### config.mk
export PLATFORM = sky130hd
export DESIGN_NAME = h264_rtp_fragmenter_unit_flat
export DESIGN_NICKNAME = d
export VERILOG_FILES = /design/src/rtl/h264fr_pkg.sv /design/src/rtl/h264fr_if.sv /design/src/rtl/h264fr_step.sv /design/src/rtl/h264_rtp_fragmenter_unit.sv /design/src/flat_wrapper.sv
export SDC_FILE = /design/constraint.sdc
export NUM_CORES = 1
export LEC_CHECK = 0
export ABC_AREA = 1
export BUFFER_PORTS_ARGS = -buffer_cell sky130_fd_sc_hd__buf_2
export CAP_MARGIN = 20
export CORE_UTILIZATION = 60
export CTS_CLUSTER_SIZE = 30
export DETAILED_ROUTE_END_ITERATION = 16
export GPL_TIMING_DRIVEN = 1
export PLACE_DENSITY = 0.8
export SLEW_MARGIN = 20
export SYNTH_ARGS = -nofsm -noshare
export SYNTH_HDL_FRONTEND = slang
export SYNTH_SLANG_ARGS = --single-unit
### constraint.sdc
create_clock -name clk -period 5.2 [get_ports clk]
set_input_delay 0.78 -clock clk [delete_from_list [all_inputs] [get_ports clk]]
set_output_delay 0.78 -clock clk [all_outputs]
set_load 0.005 [all_outputs]
### src/rtl/h264fr_pkg.sv
// Package for the H.264 RTP fragmenter: constants, register codes and the
// state and result structs shared by the step logic and the top level.
// No dependencies.
package h264fr_pkg;

    localparam int unsigned MAX_NAL_LENGTH = 65535;
    localparam logic [23:0] MAX_NAL_LENGTH_W = 24'(MAX_NAL_LENGTH);

    localparam logic [15:0] MAX_PAYLOAD_RESET    = 16'd1400;
    localparam logic [16:0] TIMESTAMP_STEP_RESET = 17'd3600;

    localparam logic [7:0] NAL_TYPE_MASK = 8'h1F;
    localparam logic [7:0] NAL_NRI_MASK  = 8'h60;
    localparam logic [7:0] FU_A_TYPE     = 8'd28;
    localparam logic [7:0] FU_START_BIT  = 8'h80;
    localparam logic [7:0] FU_END_BIT    = 8'h40;
    localparam logic [4:0] NAL_TYPE_SPS  = 5'd7;
    localparam logic [4:0] NAL_TYPE_PPS  = 5'd8;

    // Register select: bit 2 of the byte address.
    localparam logic REG_MAX_PAYLOAD    = 1'b0;
    localparam logic REG_TIMESTAMP_STEP = 1'b1;

    typedef struct packed {
        logic [7:0]  header_hold;
        logic [15:0] bytes_left;
        logic [15:0] fragment_fill;
        logic        fragmenting;
        logic        first_fragment;
        logic [15:0] seq_count;
        logic [31:0] time_count;
    } frag_state_t;

    // Results of one item, entry 0 goes out first.
    typedef struct packed {
        logic [1:0]      count;
        logic [2:0][7:0] res_byte;
        logic [2:0]      res_start;
        logic [2:0]      res_end;
    } step_res_t;

endpackage

### src/rtl/h264fr_if.sv
// Stream interfaces of the H.264 RTP fragmenter: NAL bytes in, packet
// bytes out. Valid/ready handshake. Depends on nothing.
interface h264fr_nal_if;
    logic        valid;
    logic        ready;
    logic [7:0]  nal_byte;
    logic [15:0] nal_length;
    logic        first_byte;

    modport source (output valid, output nal_byte, output nal_length,
                    output first_byte, input ready);
    modport sink   (input valid, input nal_byte, input nal_length,
                    input first_byte, output ready);
endinterface

interface h264fr_pkt_if;
    logic        valid;
    logic        ready;
    logic [7:0]  out_byte;
    logic        packet_start;
    logic        packet_end;
    logic [15:0] sequence_res;
    logic [31:0] stamp;
    logic        last;

    modport source (output valid, output out_byte, output packet_start,
                    output packet_end, output sequence_res, output stamp,
                    output last, input ready);
    modport sink   (input valid, input out_byte, input packet_start,
                    input packet_end, input sequence_res, input stamp,
                    input last, output ready);
endinterface

### src/rtl/h264fr_step.sv
// Per-byte packetizer logic: next state and up to three results.
// Depends on h264fr_pkg.
module h264fr_step (
    input  logic [7:0]               nal_byte,
    input  logic [15:0]              nal_length,
    input  logic                     first_byte,
    input  logic [15:0]              max_payload,
    input  logic [16:0]              timestamp_step,
    input  h264fr_pkg::frag_state_t  state_cur,
    output h264fr_pkg::frag_state_t  state_next,
    output h264fr_pkg::step_res_t    res
);
    import h264fr_pkg::*;

    logic [15:0] mp;
    logic [15:0] len_fix;
    logic [15:0] left_dec;
    logic [15:0] fill_inc;
    logic [31:0] time_add;
    logic [4:0]  b_type;
    logic [4:0]  h_type;
    logic        pend;
    logic [7:0]  fu_hdr;

    always_comb
    begin
        mp       = (max_payload == 16'd0) ? 16'd1 : max_payload;
        len_fix  = (nal_length == 16'd0) ? 16'd1 : nal_length;
        if ({8'd0, len_fix} > MAX_NAL_LENGTH_W)
        begin
            len_fix = MAX_NAL_LENGTH_W[15:0];
        end
        left_dec = state_cur.bytes_left - 16'd1;
        fill_inc = state_cur.fragment_fill + 16'd1;
        time_add = state_cur.time_count + {15'd0, timestamp_step};
        b_type   = nal_byte[4:0];
        h_type   = state_cur.header_hold[4:0];
        pend     = (fill_inc >= mp) || (left_dec == 16'd0);
        fu_hdr   = state_cur.header_hold & NAL_TYPE_MASK;
        if (state_cur.first_fragment)
        begin
            fu_hdr = fu_hdr | FU_START_BIT;
        end
        if (state_cur.bytes_left <= mp)
        begin
            fu_hdr = fu_hdr | FU_END_BIT;
        end

        state_next = state_cur;
        res        = '0;

        priority if (first_byte)
        begin
            state_next.header_hold   = nal_byte;
            state_next.fragment_fill = 16'd0;
            state_next.bytes_left    = len_fix - 16'd1;
            if (len_fix <= mp)
            begin
                state_next.fragmenting    = 1'b0;
                state_next.first_fragment = 1'b0;
                res.count        = 2'd1;
                res.res_byte[0]  = nal_byte;
                res.res_start[0] = 1'b1;
                res.res_end[0]   = (len_fix == 16'd1);
                if (len_fix == 16'd1)
                begin
                    state_next.seq_count = state_cur.seq_count + 16'd1;
                    if (b_type != NAL_TYPE_SPS && b_type != NAL_TYPE_PPS)
                    begin
                        state_next.time_count = time_add;
                    end
                end
            end
            else
            begin
                state_next.fragmenting    = 1'b1;
                state_next.first_fragment = 1'b1;
            end
        end
        else if (state_cur.bytes_left == 16'd0)
        begin
            // stray byte: drop
        end
        else if (!state_cur.fragmenting)
        begin
            res.count          = 2'd1;
            res.res_byte[0]    = nal_byte;
            res.res_end[0]     = (left_dec == 16'd0);
            state_next.bytes_left = left_dec;
            if (left_dec == 16'd0)
            begin
                state_next.seq_count = state_cur.seq_count + 16'd1;
                if (h_type != NAL_TYPE_SPS && h_type != NAL_TYPE_PPS)
                begin
                    state_next.time_count = time_add;
                end
            end
        end
        else
        begin
            if (state_cur.fragment_fill == 16'd0)
            begin
                state_next.first_fragment = 1'b0;
                res.count        = 2'd3;
                res.res_byte[0]  = (state_cur.header_hold & NAL_NRI_MASK) | FU_A_TYPE;
                res.res_start[0] = 1'b1;
                res.res_byte[1]  = fu_hdr;
                res.res_byte[2]  = nal_byte;
                res.res_end[2]   = pend;
            end
            else
            begin
                res.count        = 2'd1;
                res.res_byte[0]  = nal_byte;
                res.res_end[0]   = pend;
            end
            state_next.bytes_left    = left_dec;
            state_next.fragment_fill = pend ? 16'd0 : fill_inc;
            if (pend)
            begin
                state_next.seq_count = state_cur.seq_count + 16'd1;
            end
            if (left_dec == 16'd0)
            begin
                state_next.fragmenting = 1'b0;
                state_next.time_count  = time_add;
            end
        end
    end

endmodule

### src/rtl/h264_rtp_fragmenter_unit.sv
// Top level of the H.264 RTP fragmenter (single NAL packets and FU-A).
// Depends on h264fr_pkg, h264fr_if (both interfaces) and h264fr_step.
//
//  channel  | dir | handshake           | payload
//  ---------+-----+---------------------+------------------------------------------
//  nal_in   | in  | valid/ready         | nal_byte, nal_length, first_byte
//  pkt_out  | out | valid/ready         | out_byte, packet_start, packet_end,
//           |     |                     | sequence_res, stamp, last
//  apb      | cfg | psel/penable/pready | 0x0 max_payload, 0x4 timestamp_step
//
// An accepted item is worked in the cycle it is taken; its results (zero to
// three) sit in a three-entry result shift register and leave one per cycle
// while pkt_out.ready is high. A one-result byte lets the next byte in as its
// result leaves; a fragment start (three results) holds input ready low until
// two results have left. Output stalls back up into nal_in.ready once the last
// result is waiting. Reset (rst_n, async, active low) clears the packetizer
// state, the result count and loads the register defaults 1400 and 3600.
module h264_rtp_fragmenter_unit (
    input  logic         clk,
    input  logic         rst_n,
    h264fr_nal_if.sink   nal_in,
    h264fr_pkt_if.source pkt_out,
    input  logic         psel,
    input  logic         penable,
    input  logic         pwrite,
    input  logic [2:0]   paddr,
    input  logic [31:0]  pwdata,
    output logic [31:0]  prdata,
    output logic         pready
);
    import h264fr_pkg::*;

    // Configuration registers
    logic [15:0] max_payload_reg;
    logic [16:0] timestamp_step_reg;

    // Packetizer state
    frag_state_t state_reg;
    frag_state_t state_next;
    step_res_t   step_res;

    // Result shift register: entry 0 is the one on the output
    logic [1:0]      rb_count_reg;
    logic [1:0]      rb_count_next;
    logic [2:0][7:0] rb_byte_reg;
    logic [2:0]      rb_start_reg;
    logic [2:0]      rb_end_reg;
    logic [15:0]     rb_seq_reg;
    logic [31:0]     rb_stamp_reg;

    logic in_fire;
    logic out_fire;
    logic cfg_write;

    assign pready    = 1'b1;
    assign cfg_write = psel && penable && pwrite && pready;

    always_comb
    begin
        unique case (paddr[2])
            REG_MAX_PAYLOAD:    prdata = {16'd0, max_payload_reg};
            REG_TIMESTAMP_STEP: prdata = {15'd0, timestamp_step_reg};
            default:            prdata = 32'd0;
        endcase
    end

    always_ff @(posedge clk or negedge rst_n)
    begin
        if (!rst_n)
        begin
            max_payload_reg    <= MAX_PAYLOAD_RESET;
            timestamp_step_reg <= TIMESTAMP_STEP_RESET;
        end
        else if (cfg_write)
        begin
            unique case (paddr[2])
                REG_MAX_PAYLOAD:    max_payload_reg    <= pwdata[15:0];
                REG_TIMESTAMP_STEP: timestamp_step_reg <= pwdata[16:0];
                default:            max_payload_reg    <= max_payload_reg;
            endcase
        end
    end

    h264fr_step u_step (
        .nal_byte       (nal_in.nal_byte),
        .nal_length     (nal_in.nal_length),
        .first_byte     (nal_in.first_byte),
        .max_payload    (max_payload_reg),
        .timestamp_step (timestamp_step_reg),
        .state_cur      (state_reg),
        .state_next     (state_next),
        .res            (step_res)
    );

    // Take a new item when the result register is empty, or when its last
    // entry leaves in this cycle.
    assign out_fire     = pkt_out.valid && pkt_out.ready;
    assign nal_in.ready = (rb_count_reg == 2'd0) ||
                          ((rb_count_reg == 2'd1) && pkt_out.ready);
    assign in_fire      = nal_in.valid && nal_in.ready;

    always_comb
    begin
        priority if (in_fire)
        begin
            rb_count_next = step_res.count;
        end
        else if (out_fire)
        begin
            rb_count_next = rb_count_reg - 2'd1;
        end
        else
        begin
            rb_count_next = rb_count_reg;
        end
    end

    always_ff @(posedge clk or negedge rst_n)
    begin
        if (!rst_n)
        begin
            state_reg    <= '0;
            rb_count_reg <= 2'd0;
        end
        else
        begin
            rb_count_reg <= rb_count_next;
            if (in_fire)
            begin
                state_reg <= state_next;
            end
        end
    end

    // Payload side: load on accept, advance by one entry on each output.
    always_ff @(posedge clk)
    begin
        if (in_fire)
        begin
            rb_byte_reg  <= step_res.res_byte;
            rb_start_reg <= step_res.res_start;
            rb_end_reg   <= step_res.res_end;
            // all results of one byte carry the sequence and stamp before it
            rb_seq_reg   <= state_reg.seq_count;
            rb_stamp_reg <= state_reg.time_count;
        end
        else if (out_fire)
        begin
            rb_byte_reg  <= {8'd0, rb_byte_reg[2:1]};
            rb_start_reg <= {1'b0, rb_start_reg[2:1]};
            rb_end_reg   <= {1'b0, rb_end_reg[2:1]};
        end
    end

    assign pkt_out.valid        = (rb_count_reg != 2'd0);
    assign pkt_out.out_byte     = rb_byte_reg[0];
    assign pkt_out.packet_start = rb_start_reg[0];
    assign pkt_out.packet_end   = rb_end_reg[0];
    assign pkt_out.sequence_res = rb_seq_reg;
    assign pkt_out.stamp        = rb_stamp_reg;
    assign pkt_out.last         = (rb_count_reg == 2'd1);

endmodule
### src/flat_wrapper.sv
// flat-port wrapper written by rule: the top's interface ports become plain ports
module h264_rtp_fragmenter_unit_flat import h264fr_pkg::*;
  (clk, rst_n, psel, penable, pwrite, paddr, pwdata, prdata, pready, nal_in_valid, nal_in_nal_byte, nal_in_nal_length, nal_in_first_byte, nal_in_ready, pkt_out_valid, pkt_out_out_byte, pkt_out_packet_start, pkt_out_packet_end, pkt_out_sequence_res, pkt_out_stamp, pkt_out_last, pkt_out_ready);
  h264fr_nal_if nal_in_i ();
  h264fr_pkt_if pkt_out_i ();
  input  logic clk;
  input  logic rst_n;
  input  logic psel;
  input  logic penable;
  input  logic pwrite;
  input  logic [2:0] paddr;
  input  logic [31:0] pwdata;
  output logic [31:0] prdata;
  output logic pready;
  input wire logic [$bits(nal_in_i.valid)-1:0] nal_in_valid;
  input wire logic [$bits(nal_in_i.nal_byte)-1:0] nal_in_nal_byte;
  input wire logic [$bits(nal_in_i.nal_length)-1:0] nal_in_nal_length;
  input wire logic [$bits(nal_in_i.first_byte)-1:0] nal_in_first_byte;
  output wire logic [$bits(nal_in_i.ready)-1:0] nal_in_ready;
  output wire logic [$bits(pkt_out_i.valid)-1:0] pkt_out_valid;
  output wire logic [$bits(pkt_out_i.out_byte)-1:0] pkt_out_out_byte;
  output wire logic [$bits(pkt_out_i.packet_start)-1:0] pkt_out_packet_start;
  output wire logic [$bits(pkt_out_i.packet_end)-1:0] pkt_out_packet_end;
  output wire logic [$bits(pkt_out_i.sequence_res)-1:0] pkt_out_sequence_res;
  output wire logic [$bits(pkt_out_i.stamp)-1:0] pkt_out_stamp;
  output wire logic [$bits(pkt_out_i.last)-1:0] pkt_out_last;
  input wire logic [$bits(pkt_out_i.ready)-1:0] pkt_out_ready;
  assign nal_in_i.valid = nal_in_valid;
  assign nal_in_i.nal_byte = nal_in_nal_byte;
  assign nal_in_i.nal_length = nal_in_nal_length;
  assign nal_in_i.first_byte = nal_in_first_byte;
  assign nal_in_ready = nal_in_i.ready;
  assign pkt_out_valid = pkt_out_i.valid;
  assign pkt_out_out_byte = pkt_out_i.out_byte;
  assign pkt_out_packet_start = pkt_out_i.packet_start;
  assign pkt_out_packet_end = pkt_out_i.packet_end;
  assign pkt_out_sequence_res = pkt_out_i.sequence_res;
  assign pkt_out_stamp = pkt_out_i.stamp;
  assign pkt_out_last = pkt_out_i.last;
  assign pkt_out_i.ready = pkt_out_ready;
  h264_rtp_fragmenter_unit u_core (.clk(clk), .rst_n(rst_n), .nal_in(nal_in_i), .pkt_out(pkt_out_i), .psel(psel), .penable(penable), .pwrite(pwrite), .paddr(paddr), .pwdata(pwdata), .prdata(prdata), .pready(pready));
endmodule
==> impl_metrics.csv <==
group,metric,value,unit
global_route,grt_pass1_wl,54000,um
worst_setup_path,critical_path_arrival,3.96,ns
cells_and_area,final_cell_mix,"nand2_1 (513), inv_1 (201), buf_2 (126)",
cts,cts_hold_buffers,0,
timing,slew_violations,0,
worst_setup_path,start_kind,"flop",
drt,antenna_left,0,
worst_setup_path,path_cells,"inv_1 -> nor3_1 -> nand3_1 -> nor2_1 -> nand4_1 -> nor2_1 -> xnor2_1 -> inv_1 -> ha_1 -> nand2_1 -> inv_1 -> nand3_1 -> nor2_1 -> nand3_1 -> nand3_1 -> nand2_1 -> nand3_4 -> nand2_2 -> nand2_1 -> nand2_1",
pwr,clkPwrFrac,22.5,%
logic_synthesis,ys.flop_type,"dfrtp_1",
timing,hold_viol,0,
placed_design,dpl.hpwl,24600,um
logic_synthesis,avgSynthCellArea,7.70,um2
logic_synthesis,synth-edff-count,75,
outcome,status,"finished with violations",
die,die-height,148,um
logic_synthesis,yosysUniqueCellTypes,50,
cells_and_area,drive_above_1_share,12.5,%
job,drv_cap,0,
timing,max_freq,0.277,GHz
drt,vias,11414,
cts,clock-sinks,200,
timing,finClkSkew,0.0151,ns
worst_setup_path,cp_num_buf_inv,3,
pwr,combPwrFrac,37.9,%
pwr,leakage,7.26,nW
logic_synthesis,syn_area,12800,um2
logic_synthesis,synth-seq-cells,200,
worst_setup_path,rr_worst_depth,20,
cells_and_area,antenna_cells,0,
logic_synthesis,yosysWarnings,0,
die,placementRows,53,
global_route,grt.total_usage,31.5,%
cells_and_area,final_common_cell,"nand2_1",
worst_setup_path,r2r-start,"u_core.state_reg[52]$_DFFE_PN0P_",
cts,clk_path_buf_depth,2,
cts,cts_max_level,4,
hold_path,hold_class,"input port to async pin",
global_route,grt_pass1_vias,10625,
drt,drt_pass1_iterations,11,
cts,post_cts_buffers,0,
drt,wirelength,33200,um
drt,drc_errors,2,
drt,via_per_inst,5.59,
timing,setup_viol,0,
timing,rsz0062_at_grt,"false",
die,start_util,61.0,%
pwr,power_density,443,nW/um2
worst_setup_path,ff2ff_setup_slack,1.59,ns
worst_setup_path,required,5.55,ns
cells_and_area,area.growth.synth_to_final,10.4,%
cts,cts_resized,0,
die,design.die.area,21900,um2
cts,numCtsBuffers,17,
die,num_io_pins,161,
logic_synthesis,yosys-top-cells-area,"dfrtp_1 (22%), edfxtp_1 (18%), nand2_1 (15%), ha_1 (7.3%), inv_1 (5.9%)",
global_route,grt_max_degree,58,
cells_and_area,nNetsFinal,1897,
placed_design,gp_congestion,0.952,
logic_synthesis,synth_seq_area_share,42.1,%
pwr,p_int,3.67,mW
placed_design,placed_cells,2010,
pwr,sw_frac_of_total,41.4,%
cts,cts_tree,"built",
worst_setup_path,cp-end-kind,"flop",
cells_and_area,n_fill_cell,1788,
logic_synthesis,synth_top_cell_area_share,22.3,%
die,die_width,148,um
cells_and_area,stdcell_count,2042,
pwr,seqPwrFrac,39.6,%
drt,first_iter_violations,972,
logic_synthesis,async_reset_ff_share,62.0,%
timing,fin_crit_sh,69.4,%
logic_synthesis,yosys.area.top_type,"dfrtp_1",
logic_synthesis,postSynthCellCount,1660,
timing,tns,0,ns
timing,fin_crit,3.61,ns
timing,tightest_slew,0.969,ns
global_route,grt.overflow.total,0,
placed_design,portBuffers,127,
worst_setup_path,crit_type,"flop to flop",
worst_setup_path,slowest_delay,0.43,ns
worst_setup_path,r2r_end,"u_core.state_reg[39]$_DFFE_PN0P_",
pwr,power_switching,2.59,mW
cts,ctsRootBufferMaster,"clkbuf_16",
die,fp.coreArea,21000,um2
cts,clk_pin_slew_worst_paths,0.09,ns
outcome,violations,"DRC",
pwr,ir_worst_vdd,0.299,mV
timing,slew_headroom,35.2,%
cells_and_area,largest_register_ff_count,89,
placed_design,place_area,13500,um2
worst_setup_path,cp_max_fo,17,
worst_setup_path,cp_top_family,"simple AND/OR/NAND/NOR gates",
worst_setup_path,worst_path_max_delay_cell,"dfrtp_1",
cells_and_area,final_area,14100,um2
cts,clock_latency,0.45,ns
global_route,antenna_found_initial,0,
drt,wl_per_cell,16.3,um
[area by class of cell]
| class | instances | area (um2) | area share [%] |
|---|---|---|---|
| Inverter | 212 | 796 | 5.64 |
| Clock buffer | 18 | 439 | 3.11 |
| Sequential cell | 200 | 5390 | 38.2 |
| Multi-Input combinational cell | 1188 | 6250 | 44.3 |
| Tap cell | 275 | 344 | 2.44 |
| Clock inverter | 14 | 195 | 1.38 |
| Timing Repair Buffer | 135 | 706 | 5.00 |
[through the flow]
stage	setup WS (ns)	util, %	power [mW]	hold slack [ns]
after floorplan	1.96	-	4.11	0.447
after CTS	1.63	67.4	6.24	0.296
after global placement	1.54	64.3	4.73	0.465
after detailed placement	1.52	64.3	4.82	0.470
after global routing	1.10	67.4	6.69	0.320
final	1.59	67.4	6.26	0.278
[power by group through the flow]
| stage | clock network, mW | registers (mW) | logic (mW) |
|---|---|---|---|
| floorplan | 0 | 2.40 | 1.71 |
| global placement | 0 | 2.49 | 2.24 |
| detailed placement | 0 | 2.50 | 2.33 |
| CTS | 1.42 | 2.47 | 2.34 |
| global route | 1.48 | 2.52 | 2.69 |
| finish | 1.41 | 2.48 | 2.37 |
[per-layer routing]
metal / global-route usage (%) / routed length [um] / share of wire (%) / vias to the layer above
li1: - / - / - / 5555
met1: 45.3 / 14900 / 45 / 5293
met2: 49.4 / 15100 / 45 / 506
met3: 4.26 / 2530 / 7.6 / 60
met4: 9.69 / 729 / 2.2 / 0
met5: 0 / 0 / 0 / -
[cell families after synthesis]
family                     count (synthesis)  share of synthesized area [%]
and+or+nand+nor                          859                           29.5
AOI/OAI and AO/OA                        186                           7.89
adders and majority gates                 76                           7.50
other                                      2                         0.0587
buffers and inverters                    286                           9.41
xor gates and xnor gates                  49                           3.36
DFF                                      200                           42.1
muxes                                      2                          0.176
[cell usage after synthesis, types with 2 or more instances]
master and number:
nor2_2 6, o211ai_1 5, a21boi_0 3, buf_1 3, edfxtp_1 75, and3_1 3
a22oi_1 4, xor2_1 41, nor3_1 25, nand2_2 9, dfrtp_1 114, nor4_1 7
nand2_4 2, inv_1 202, and2_1 3, buf_4 26, nand3_1 94, a21oi_1 48
nand3_4 4, dfstp_2 10, buf_2 7, conb_1 2, nand3b_1 3, nand2_1 513
clkbuf_1 35, o22ai_1 12, inv_2 8, ha_1 75, xnor2_1 8, o21bai_1 4
o21ai_0 102, nor2_1 116, nor2_4 8, buf_6 3, clkinv_1 2, nand4_1 62
mux2_2 2, a21o_1 2
[how the worst max path moves through the flow]
stage               slack, ns  cells past startpoint                              from                          endpoint
floorplan                1.96                      8                     pkt_out_ready    u_core.rb_end_reg[0]$_DFFE_PP_
global placement         1.54                     17              nal_in_nal_length[2]  u_core.state_reg[15]$_DFFE_PN0P_
detailed placement       1.52                     17              nal_in_nal_length[2]  u_core.state_reg[16]$_DFFE_PN0P_
CTS                      1.63                     20  u_core.state_reg[52]$_DFFE_PN0P_  u_core.state_reg[39]$_DFFE_PN0P_
global route             1.10                     20  u_core.state_reg[52]$_DFFE_PN0P_  u_core.state_reg[39]$_DFFE_PN0P_
finish                   1.59                     20  u_core.state_reg[52]$_DFFE_PN0P_  u_core.state_reg[39]$_DFFE_PN0P_
[worst reg2reg max path, stage by stage, from the launching register on]
cell	delay (ns)
dfrtp_1	0.43
inv_1	0.10
nor3_1	0.28
nand3_1	0.20
nor2_1	0.25
nand4_1	0.16
nor2_1	0.14
xnor2_1	0.12
inv_1	0.09
ha_1	0.30
nand2_1	0.05
inv_1	0.07
nand3_1	0.06
nor2_1	0.12
nand3_1	0.12
nand3_1	0.18
nand2_1	0.15
nand3_4	0.23
nand2_2	0.25
nand2_1	0.14
nand2_1	0.05
Power figures use the tool's default switching activity.
